<file path="src/design/nwc_pkg.sv">
// Shared constants, codes and control types for the normalized window correlation core.
// No dependencies; compiled first.
`timescale 1ns / 1ps

package nwc_pkg;

  localparam int MAX_SEARCH_X_DEF = 32;
  localparam int MAX_SEARCH_Y_DEF = 32;
  localparam int SAMPLE_BITS_DEF  = 16;

  localparam int CMD_W   = 2;
  localparam int POS_W   = 7;
  localparam int SHIFT_W = 7;
  localparam int CFG_W   = 6;
  localparam int CORR_W  = 15;
  localparam int PADDR_W = 3;
  localparam int PDATA_W = 32;

  localparam logic [CFG_W-1:0] CFG_RESET = 6'd16;

  // item command codes
  localparam logic [CMD_W-1:0] CMD_WR_FIRST  = 2'd0;
  localparam logic [CMD_W-1:0] CMD_WR_SECOND = 2'd1;
  localparam logic [CMD_W-1:0] CMD_COMPUTE   = 2'd2;

  // register indexes (paddr[2])
  localparam logic REG_SEARCH_X = 1'b0;
  localparam logic REG_SEARCH_Y = 1'b1;

  // arithmetic widths
  localparam int ACC_W  = 64;   // wrapping sums
  localparam int SQ_W   = 128;  // aa*bb, mag*mag
  localparam int PROD_W = 160;  // serial multiplier accumulator
  localparam int MY_W   = 64;   // serial multiplier operand
  localparam int RBITS  = 15;

  localparam logic [RBITS-1:0] FULL_SCALE    = 15'd25600;
  localparam logic [MY_W-1:0]  FULL_SCALE_SQ = 64'd655360000;
  localparam logic [3:0]       RBIT_TOP      = 4'd14;

  typedef enum logic [2:0] {
    MOP_P = 3'd0,   // aa * bb
    MOP_M = 3'd1,   // mag * mag
    MOP_R = 3'd2,   // mag^2 * full scale^2
    MOP_S = 3'd3,   // cand * cand
    MOP_T = 3'd4    // cand^2 * aa*bb
  } mop_t;

  typedef struct packed {
    logic wr_first;
    logic wr_second;
    logic sum_start;
    logic mul_start;
    mop_t mop;
    logic res_load;
    logic res_zero;
  } nwc_cmd_t;

  typedef struct packed {
    logic sum_busy;
    logic mul_busy;
    logic zero_den;
    logic last_bit;
  } nwc_sts_t;

endpackage

</file>
<file path="src/design/nwc_ctrl.sv">
// Sequencer for the correlation core: handshakes, sum phase, multiply/search steps.
// Depends on nwc_pkg.
`timescale 1ns / 1ps

module nwc_ctrl (
  input  logic                     clk,
  input  logic                     rst,
  input  logic                     in_valid,
  input  logic [nwc_pkg::CMD_W-1:0] in_command,
  output logic                     in_ready,
  output logic                     out_valid,
  input  logic                     out_ready,
  output nwc_pkg::nwc_cmd_t        cmd,
  input  nwc_pkg::nwc_sts_t        sts
);
  import nwc_pkg::*;

  typedef enum logic [6:0] {
    S_IDLE = 7'b0000001,
    S_SUM  = 7'b0000010,
    S_MP   = 7'b0000100,
    S_MM   = 7'b0001000,
    S_MR   = 7'b0010000,
    S_MS   = 7'b0100000,
    S_MT   = 7'b1000000
  } state_t;

  state_t state, state_next;
  logic   in_acc;

  // a compute item waits until the previous result has left
  assign in_ready = (state == S_IDLE) && ((in_command != CMD_COMPUTE) || !out_valid);
  assign in_acc   = in_valid && in_ready;

  always_comb begin
    cmd           = '0;
    state_next    = state;
    cmd.wr_first  = in_acc && (in_command == CMD_WR_FIRST);
    cmd.wr_second = in_acc && (in_command == CMD_WR_SECOND);
    case (state)
      S_IDLE: begin
        if (in_acc && (in_command == CMD_COMPUTE)) begin
          cmd.sum_start = 1'b1;
          state_next    = S_SUM;
        end
      end
      S_SUM: begin
        if (!sts.sum_busy) begin
          if (sts.zero_den) begin
            cmd.res_load = 1'b1;
            cmd.res_zero = 1'b1;
            state_next   = S_IDLE;
          end else begin
            cmd.mul_start = 1'b1;
            cmd.mop       = MOP_P;
            state_next    = S_MP;
          end
        end
      end
      S_MP: begin
        if (!sts.mul_busy) begin
          cmd.mul_start = 1'b1;
          cmd.mop       = MOP_M;
          state_next    = S_MM;
        end
      end
      S_MM: begin
        if (!sts.mul_busy) begin
          cmd.mul_start = 1'b1;
          cmd.mop       = MOP_R;
          state_next    = S_MR;
        end
      end
      S_MR: begin
        if (!sts.mul_busy) begin
          cmd.mul_start = 1'b1;
          cmd.mop       = MOP_S;
          state_next    = S_MS;
        end
      end
      S_MS: begin
        if (!sts.mul_busy) begin
          cmd.mul_start = 1'b1;
          cmd.mop       = MOP_T;
          state_next    = S_MT;
        end
      end
      S_MT: begin
        if (!sts.mul_busy) begin
          if (sts.last_bit) begin
            cmd.res_load = 1'b1;
            state_next   = S_IDLE;
          end else begin
            cmd.mul_start = 1'b1;
            cmd.mop       = MOP_S;
            state_next    = S_MS;
          end
        end
      end
      default: state_next = S_IDLE;
    endcase
  end

  always_ff @(posedge clk) begin
    if (rst) begin
      state     <= S_IDLE;
      out_valid <= 1'b0;
    end else begin
      state <= state_next;
      if (cmd.res_load) begin
        out_valid <= 1'b1;
      end else if (out_ready) begin
        out_valid <= 1'b0;
      end
    end
  end

endmodule

</file>
<file path="config.mk">
export PLATFORM = sky130hd
export DESIGN_NAME = nwc_ctrl
export DESIGN_NICKNAME = d
export VERILOG_FILES = /design/src/design/nwc_pkg.sv /design/src/design/nwc_ctrl.sv
export SDC_FILE = /design/constraint.sdc
export NUM_CORES = 1
export LEC_CHECK = 0
export BUFFER_PORTS_ARGS = -buffer_cell sky130_fd_sc_hd__buf_2
export CORE_MARGIN = 2
export CORE_UTILIZATION = 38
export DETAILED_ROUTE_END_ITERATION = 8
export PLACE_DENSITY_LB_ADDON = 0.25
export SLEW_MARGIN = 20
export SYNTH_ARGS = -nofsm -noshare
export SYNTH_HDL_FRONTEND = slang
export SYNTH_SLANG_ARGS = --single-unit
</file>
<file path="constraint.sdc">
create_clock -name clk -period 2.44 [get_ports clk]
set_input_delay 0.732 -clock clk [delete_from_list [all_inputs] [get_ports clk]]
set_output_delay 0.732 -clock clk [all_outputs]
set_load 0.03 [all_outputs]
</file>
==> results of run 1 <==
==> cell families (layout without fill, tap and decap cells) <==
| group | after synthesis | in the layout | share of synthesized area, % |
|---|---|---|---|
| flops | 8 | 8 | 22.8 |
| mux | 1 | 1 | 1.60 |
| compound gates | 24 | 24 | 29.1 |
| xor+xnor | 2 | 2 | 2.50 |
| simple gates | 46 | 46 | 39.4 |
| buf+inv | 6 | 55 | 4.63 |
==> layout by cell type (no fill, tap or decap), types with 3 or more instances in the layout <==
cell type	netlist	routed
buf_4	0	28
buf_6	1	12
buf_2	2	10
nor2_1	10	7
dfxtp_1	8	6
nor2b_1	4	4
nand2_1	7	4
nor2_2	0	3
nand3_1	3	3
o21ai_0	3	3
clkbuf_4	0	3
==> layer usage <==
metal	GRT usage, %	part of all wire [%]	up-vias
met2	33.7	50	32
met4	20.6	2.7	0
li1	-	-	424
met1	33.2	43	420
met3	2.69	5.1	8
met5	0	0	-
==> registers in the layout (all words and copies together) (netlist names) <==
signal and flops:
state 7, out_valid 1
==> layout make-up <==
type                       instances  area [sq um]  share of cell area, %
multi-input combinational         73           663                   51.7
timing repair buffer              50           395                   30.8
sequential                         8           163                   12.7
tap                               25          31.3                   2.44
clock buffer                       3          22.5                   1.76
inverter                           2          7.51                  0.585
==> through the flow <==
| step | std cells | hold slack [ns] | area (sq um) | TNS, ns |
|---|---|---|---|---|
| 2_1_floorplan | 87 | 0.500 | 744 | -0.106 |
| 3_3_place_gp | 140 | 0.583 | 941 | 0 |
| 3_5_place_dp | 140 | 0.597 | 941 | 0 |
| 4_1_cts | 157 | 0.607 | 1120 | -0.417 |
| 5_1_grt | 161 | 0.675 | 1280 | -1.11 |
| 6_report | 161 | 0.623 | 1280 | -0.506 |
==> worst paths after layout <==
| check | start | to | slack (ns) | depth (start not counted) |
|---|---|---|---|---|
| min | state[4]$_SDFFE_PP0P_ | state[4]$_SDFFE_PP0P_ | 0.62 | 3 |
| max reg2reg | state[5]$_SDFFE_PP0P_ | state[0]$_SDFFE_PP1P_ | -0.11 | 13 |
| max | state[5]$_SDFFE_PP0P_ | cmd[1] | -0.15 | 6 |
| min reg2reg | state[4]$_SDFFE_PP0P_ | state[4]$_SDFFE_PP0P_ | 0.62 | 3 |
==> worst max-delay path, cell delays in order, from the launching register on <==
cell      delay [ns]
dfxtp_2         0.31
or4_4           0.57
nor2_4          0.11
nand4b_1        0.19
nor2_2          0.18
or2_4           0.14
buf_6           0.12
==> power groups by stage <==
stage / clock [uW] / combinational (uW) / sequential, uW
finish: 95.5 / 117 / 134
global route: 109 / 124 / 134
CTS: 105 / 92.8 / 134
detailed placement: 0 / 84.3 / 137
global placement: 0 / 82.9 / 137
floorplan: 0 / 48.8 / 139
==> timing repair <==
action                     in CTS  in global routing
pin swaps                       6                 14
setup buffers                  14                  6
resized for setup              15                 34
setup endpoints to repair       7                 11
==> impl_metrics.py, run 1 <==
metrics = {
    "logic_synthesis": {
        "synth_top_area_cell": "dfxtp_1",
        "synth_top_area_share_pct": 22.8,
        "synthTopCellsByCount": "nor2_1, dfxtp_1, nand2_1, a21oi_1, nor2b_1",
        "ys.flop_type": "dfxtp_1",
        "yosysMostFrequentCell": "nor2_1",
        "yosys_register_bits": 8,
        "synth_edf_count": 0,
        "yosysWarnings": 0,
        "synthesis.area_sq_um": 702,
        "syn_inst": 87,
        "synthTopCellsByArea": "dfxtp_1, nor2_1, a2111oi_4",
        "async_flop_share_pct": 0,
        "postSynthAreaPerCell_sq_um": 8.07,
        "yosys.cell_types.count": 44,
        "ys_seq_area_share_pct": 22.8,
        "syn-num-nets": 97,
    },
    "routing": {
        "ant_nets": 0,
        "dr.pass1.iters": 4,
        "num_vias": 884,
        "avgRoutedWirePerCell_microns": 15.6,
        "vias_per_cell": 5.49,
        "drt_iter0_drc": 26,
        "drc_errors": 0,
        "wl_microns": 2500,
    },
    "critical_path": {
        "worst-endpoint-arrival_ns": 1.86,
        "cp-start-kind": "flip-flop",
        "worstPathRequired_ns": 1.71,
        "path_max_fanout": 2,
        "end_kind": "primary output",
        "crit_type": "reg2out",
    },
    "timing": {
        "setup_violations": 6,
        "finalCritPeriodShare_pct": 106,
        "final_max_slew_viol_count": 0,
        "hold_viol_final": 0,
        "slew_headroom_pct": 73.6,
        "fin_skew_ns": 0.00231,
        "max_freq_mhz": 386,
        "worstMarginPinSlew_ns": 0.390,
        "finalCriticalPeriod_ns": 2.59,
        "rsz0062_at_grt": "yes",
        "finalWorstSetupSlack_ns": -0.151,
    },
    "placed_design": {
        "hpwl_microns": 1530,
        "portBuffers": 20,
        "place_congestion": 0.823,
        "dp_slack_ns": 0.0000192,
    },
    "power_and_ir_drop": {
        "clock_power_share_pct": 27.5,
        "p_leak_uw": 0.000546,
        "p_sw_share_pct": 30.6,
        "power_uw": 347,
        "power_switching_uw": 106,
        "p_int_uw": 241,
        "pwr-share-comb_pct": 33.8,
        "powerDensity_nw_per_um2": 270,
        "irDropWorstVdd_uv": 247,
        "seqPwrFrac_pct": 38.7,
    },
    "grt": {
        "grt_pass1_wl_microns": 3720,
        "grt_max_degree": 11,
        "grt_pass1_vias": 808,
        "grt_overflow": 0,
        "antenna_found_initial": 0,
        "grt.total_usage_pct": 24.3,
    },
    "floorplanning": {
        "dieWidth_microns": 47.0,
        "ioPinCount": 21,
        "die_h_microns": 47.0,
        "core-area_sq_um": 1730,
        "start_util_pct": 40.7,
        "core.rowCount": 15,
        "die_area_sq_um": 2210,
    },
    "cts": {
        "cts_root_buf": "clkbuf_4",
        "clkTransAtPathRegs_ns": 0.05,
        "postCtsHoldBufs": 0,
        "cts_max_path_buffers": 2,
        "cts_tree": "built",
        "cts_made_buffers": 3,
        "numClockSinks": 8,
        "htreeDepth": 1,
        "clock_latency_ns": 0.25,
    },
    "worst_hold_path": {
        "min_path_type": "reg2reg",
    },
    "outcome": {
        "status": "finished with violations",
        "violations": "negative setup slack",
    },
    "flow_run": {
        "cap_viol_max_count": 0,
    },
    "layout": {
        "final_util_pct": 74.3,
        "area_delta_synth_final_pct": 82.7,
        "final.fill_count": 115,
        "antenna_cells": 0,
        "nNetsFinal": 148,
        "drive_above_1_share_pct": 61.0,
    },
}
(Power assumes the default switching activity.)
==> run 2: changes to the inputs <==
--- a/config.mk
+++ b/config.mk
@@ -6,8 +6,10 @@
 export NUM_CORES = 1
 export LEC_CHECK = 0
 export BUFFER_PORTS_ARGS = -buffer_cell sky130_fd_sc_hd__buf_2
+export CELL_PAD_IN_SITES_DETAIL_PLACEMENT = 2
+export CELL_PAD_IN_SITES_GLOBAL_PLACEMENT = 2
 export CORE_MARGIN = 2
-export CORE_UTILIZATION = 38
+export CORE_UTILIZATION = 28
 export DETAILED_ROUTE_END_ITERATION = 8
 export PLACE_DENSITY_LB_ADDON = 0.25
 export SLEW_MARGIN = 20
==> run 2 against run 1 <==
- the run still ends with negative setup slack left
- register-to-register slack improved by 0.18 ns
- cell count up 6.2%
- combinational power grew 22%
- global-route usage shrank 1.7 points
- maximum frequency fell by 2.9%
- core utilization down 19 points
- die area rose by 32%
- largest cell class unchanged
- largest power group is now combinational cells
==> impl_metrics.py, run 2 (synthesized netlist as in run 1, its figures left out) <==
metrics = {
    "outcome": {
        "status": "finished with violations",
        "violations": "negative setup slack",
    },
    "timing": {
        "max_freq_mhz": 375,
        "final_max_slew_viol_count": 0,
        "finalCritPeriodShare_pct": 109,
        "setup_violations": 9,
        "setup_tns_ns": -1.10,
        "finalWorstSetupSlack_ns": -0.230,
        "fin_skew_ns": 0.0127,
        "finalCriticalPeriod_ns": 2.67,
        "rsz0062_at_grt": "yes",
        "hold_viol_final": 0,
        "slew_headroom_pct": 75.2,
        "worstMarginPinSlew_ns": 0.367,
    },
    "routing": {
        "wl_microns": 4030,
        "num_vias": 963,
        "ant_nets": 0,
        "vias_per_cell": 5.63,
        "dr.pass1.iters": 4,
        "drt_iter0_drc": 13,
        "drc_errors": 0,
        "avgRoutedWirePerCell_microns": 23.5,
    },
    "power_and_ir_drop": {
        "clock_power_share_pct": 27.9,
        "p_leak_uw": 0.000571,
        "powerDensity_nw_per_um2": 289,
        "p_sw_share_pct": 33.8,
        "pwr-share-comb_pct": 37.1,
        "power_uw": 385,
        "seqPwrFrac_pct": 35.0,
        "power_switching_uw": 130,
        "irDropWorstVdd_uv": 350,
        "p_int_uw": 255,
    },
    "cts": {
        "clkTransAtPathRegs_ns": 0.06,
        "cts_max_path_buffers": 2,
        "numClockSinks": 8,
        "clock_latency_ns": 0.26,
        "htreeDepth": 1,
        "cts_tree": "built",
        "cts_root_buf": "clkbuf_4",
        "postCtsHoldBufs": 0,
        "cts_made_buffers": 3,
    },
    "layout": {
        "final.fill_count": 249,
        "area_delta_synth_final_pct": 90.2,
        "largest_register_ffs": 7,
        "nNetsFinal": 153,
        "antenna_cells": 0,
        "final_cell_count_no_fill": 171,
        "layout_commonest_cell": "buf_4",
        "final_cell_mix": "buf_4, buf_6, buf_2",
        "final_util_pct": 54.9,
        "largestRegisters": "state (7), out_valid (1)",
        "drive_above_1_share_pct": 66.7,
        "regMostFlops": "state",
        "postLayoutCellArea_sq_um": 1340,
    },
    "critical_path": {
        "worstReg2RegStart": "state[4]$_SDFFE_PP0P_",
        "ff2ff_setup_slack_ns": 0.07,
        "path_max_fanout": 5,
        "reg2regPathDepth": 12,
        "crit_path_start": "state[4]$_SDFFE_PP0P_",
        "cp-start-kind": "flip-flop",
        "worstPathRequired_ns": 1.71,
        "worst-endpoint-arrival_ns": 1.94,
        "crit_type": "reg2out",
        "r2r_end": "state[5]$_SDFFE_PP0P_",
        "cp-endpoint": "cmd[1]",
        "end_kind": "primary output",
    },
    "floorplanning": {
        "core-area_sq_um": 2430,
        "core.rowCount": 18,
        "ioPinCount": 21,
        "die_area_sq_um": 2920,
        "dieWidth_microns": 54.1,
        "die_h_microns": 54.1,
        "start_util_pct": 28.9,
    },
    "placed_design": {
        "place_congestion": 0.785,
        "dpl-instance-area_sq_um": 962,
        "hpwl_microns": 1980,
        "dp.cells": 147,
        "portBuffers": 20,
    },
    "grt": {
        "grt.total_usage_pct": 22.6,
        "grt_pass1_vias": 942,
        "grtUsageMet1_pct": 25.5,
        "grt_overflow": 0,
        "antenna_found_initial": 0,
        "gr-max-usage-layer": "met2",
        "grt_max_degree": 11,
        "met2_usage_pct": 44.3,
        "grt_pass1_wl_microns": 4600,
        "met3_usage_pct": 4.44,
    },
    "worst_hold_path": {
        "min_path_type": "reg2reg",
    },
    "flow_run": {
        "cap_viol_max_count": 0,
    },
}
## run 2: cell type report
class	count	area, sq um	share of cell area (%)
Inverter	2	7.51	0.562
Sequential cell	8	164	12.3
Timing Repair Buffer	55	437	32.7
Clock buffer	3	22.5	1.69
Tap cell	30	37.5	2.81
Multi-Input combinational cell	73	667	50.0
## run 2: per-stage QoR
step	hold WS [ns]	worst slack (ns)
after floorplan	0.500	-0.106
after global placement	0.606	-0.0131
after detailed placement	0.615	-0.0970
after CTS	0.633	-0.188
after global routing	0.709	-0.283
final	0.693	-0.230
## run 2: routing by layer
metal  part of all wire, %  wire (microns)
met1                    40            1610
met2                    55            2220
met3                   2.8             112
met4                   2.2              88
met5                     0               0
## run 2: timing repair
| item | in CTS | in global routing |
|---|---|---|
| setup buffers | 12 | 14 |
| pin swaps | 5 | 11 |
| endpoints found under the setup margin | 10 | 16 |
| gates resized for setup | 22 | 31 |
## run 2: how the worst min path moves through the flow
stage                                        to                   from  depth (start not counted)  slack [ns]
final                     state[4]$_SDFFE_PP0P_  state[4]$_SDFFE_PP0P_                          3        0.69
after global routing      state[4]$_SDFFE_PP0P_  state[4]$_SDFFE_PP0P_                          3        0.71
after CTS                 state[4]$_SDFFE_PP0P_  state[4]$_SDFFE_PP0P_                          3        0.63
after detailed placement  state[4]$_SDFFE_PP0P_  state[4]$_SDFFE_PP0P_                          3        0.61
after global placement    state[4]$_SDFFE_PP0P_  state[4]$_SDFFE_PP0P_                          3        0.61
after floorplan           state[4]$_SDFFE_PP0P_  state[4]$_SDFFE_PP0P_                          2        0.50
## run 2: power by group through the flow
stage	Sequential, uW	Combinational, uW	Clock [uW]
5_1_grt	135	150	119
4_1_cts	134	100	112
2_1_floorplan	139	48.8	0
6_report	135	143	107
3_5_place_dp	137	87.9	0
3_3_place_gp	137	85.8	0
## run 2: critical path, stage by stage, from the launching register on
cell	delay, ns
dfxtp_2	0.32
or3_4	0.44
nor3_4	0.25
nand2_2	0.13
nor2_4	0.12
and2_4	0.16
or2_4	0.12
buf_6	0.12
==> run 3: changes to the inputs <==
--- a/config.mk
+++ b/config.mk
@@ -12,6 +12,7 @@
 export CORE_UTILIZATION = 28
 export DETAILED_ROUTE_END_ITERATION = 8
 export PLACE_DENSITY_LB_ADDON = 0.25
+export SKIP_LAST_GASP = 1
 export SLEW_MARGIN = 20
 export SYNTH_ARGS = -nofsm -noshare
 export SYNTH_HDL_FRONTEND = slang
==> run 3 against run 2 <==
- the run still ends with negative setup slack left
- clock power rose by 4%
- largest cell class unchanged
- final area rose by 0.56%
- first-iteration DRC count fell by 31%
- global-route usage rose by 0.057 points
- clock-buffer cell count did not move
- cell count rose by 2.3%
- via count fell by 1.3%
==> impl_metrics.py, run 3 (synthesized netlist as in run 1, its figures left out) <==
metrics = {
    "layout": {
        "area_delta_synth_final_pct": 91.3,
        "final.fill_count": 244,
        "final_cell_mix": "buf_4, buf_6, buf_2",
        "nNetsFinal": 157,
        "largest_register_ffs": 7,
        "multi_input_area_sq_um": 646,
        "drive_above_1_share_pct": 66.9,
        "regMostFlops": "state",
        "antenna_cells": 0,
        "largestRegisters": "state (7), out_valid (1)",
        "layout_commonest_cell": "buf_4",
        "final_cell_count_no_fill": 175,
        "area.sequential_sq_um": 165,
    },
    "placed_design": {
        "hpwl_microns": 1980,
        "dp.cells": 147,
        "portBuffers": 20,
        "place_congestion": 0.785,
        "dp_slack_ns": -0.0970,
    },
    "timing": {
        "whs_ns": 0.687,
        "final_max_slew_viol_count": 0,
        "slew_headroom_pct": 75.1,
        "worstMarginPinSlew_ns": 0.368,
        "finalCriticalPeriod_ns": 2.65,
        "rsz0062_at_grt": "yes",
        "finalWorstSetupSlack_ns": -0.210,
        "hold_viol_final": 0,
        "setup_tns_ns": -1.21,
        "finalCritPeriodShare_pct": 109,
        "setup_violations": 12,
        "fin_skew_ns": 0.00723,
        "max_freq_mhz": 377,
    },
    "critical_path": {
        "crit_type": "reg2out",
        "ff2ff_setup_slack_ns": -0.04,
        "crit_family": "simple AND/OR/NAND/NOR gates",
        "path_cells": "or3_4 -> nor3_4 -> nand2_2 -> nor3_2 -> buf_4 -> a211o_4 -> buf_6",
        "cp-start-kind": "flip-flop",
        "worstReg2RegStart": "state[3]$_SDFFE_PP0P_",
        "worst-endpoint-arrival_ns": 1.92,
        "path_buf_inv": 2,
        "crit_path_start": "state[3]$_SDFFE_PP0P_",
        "worstPathRequired_ns": 1.71,
        "path_max_fanout": 5,
        "slowest_stage": "or3_4",
        "cp_slowest_stage_delay_ns": 0.44,
        "end_kind": "primary output",
    },
    "routing": {
        "drt_iter0_drc": 9,
        "vias_per_cell": 5.43,
        "avgRoutedWirePerCell_microns": 22.5,
        "wl_microns": 3930,
        "num_vias": 950,
        "dr.pass1.iters": 4,
        "ant_nets": 0,
        "drc_errors": 0,
    },
    "worst_hold_path": {
        "holdCritStartpoint": "state[4]$_SDFFE_PP0P_",
        "min_path_type": "reg2reg",
    },
    "floorplanning": {
        "ioPinCount": 21,
        "core-area_sq_um": 2430,
        "die_h_microns": 54.1,
        "die_area_sq_um": 2920,
        "dieWidth_microns": 54.1,
        "start_util_pct": 28.9,
        "core.rowCount": 18,
    },
    "cts": {
        "cts_max_path_buffers": 2,
        "numClockSinks": 8,
        "clock_latency_ns": 0.27,
        "htreeDepth": 1,
        "cts_tree": "built",
        "cts_root_buf": "clkbuf_4",
        "postCtsHoldBufs": 0,
        "clkTransAtPathRegs_ns": 0.06,
        "cts_made_buffers": 3,
    },
    "flow_run": {
        "cap_viol_max_count": 0,
    },
    "power_and_ir_drop": {
        "powerDensity_nw_per_um2": 287,
        "irDropWorstVdd_uv": 300,
        "p_leak_uw": 0.000590,
        "power_uw": 385,
    },
    "grt": {
        "grt_max_degree": 11,
        "grt_pass1_wl_microns": 4640,
        "grt.total_usage_pct": 22.7,
        "grt_pass1_vias": 942,
        "grt_overflow": 0,
        "antenna_found_initial": 0,
    },
    "outcome": {
        "violations": "negative setup slack",
        "status": "finished with violations",
    },
}
## run 3: cell count changes in the layout (fill, tap and decap cells not counted), sizes merged
cell	delta
buf	+4
## run 3: final cells by class
cell class                      count  share of cell area (%)
Tap cell                           30                    2.80
Timing Repair Buffer               59                    34.6
Multi-Input combinational cell     73                    48.1
Clock buffer                        3                    1.68
Inverter                            2                   0.559
Sequential cell                     8                    12.3
## run 3: repair_timing
item,4_1_cts,5_1_grt
gates cloned,0,0
setup buffers,12,17
endpoints found under the setup margin,10,16
gates resized for setup,19,29
pin swaps,4,10
## run 3: where the power goes
group	leakage, uW	internal [uW]	switching, uW	total [uW]
logic	0.000509	66.0	74.7	141
registers	0.0000668	133	1.07	134
clock network	0.0000138	56.9	54.1	111
total	0.000590	255	130	385
## run 3: stage by stage
stage,area [sq um],util [%]
6_report,1340,55.2
5_1_grt,1340,55.2
4_1_cts,1130,46.5
3_5_place_dp,962,39.6
3_3_place_gp,962,39.6
2_1_floorplan,744,-
## run 3: final timing paths
path | end | depth (start not counted)
setup reg to reg | state[5]$_SDFFE_PP0P_ | 13
setup / recovery | cmd[5] | 7
hold reg to reg | state[4]$_SDFFE_PP0P_ | 3
hold / removal | state[4]$_SDFFE_PP0P_ | 3
## run 3: worst reg2reg max path, delay by kind of cell, from the launching register on
kind | cells | cell delay [ns]
DFF | 1 | 0.33
buffers and inverters | 7 | 0.74
and+or+nand+nor | 3 | 0.80
muxes | 1 | 0.34
AOI/OAI and AO/OA | 2 | 0.19
## run 3: routing by layer
| metal | GRT usage [%] | share of wire, % |
|---|---|---|
| met2 | 44.1 | 54 |
| met3 | 4.44 | 2.7 |
| met5 | 0 | 0 |
| met4 | 2.92 | 1.9 |
| met1 | 25.8 | 41 |
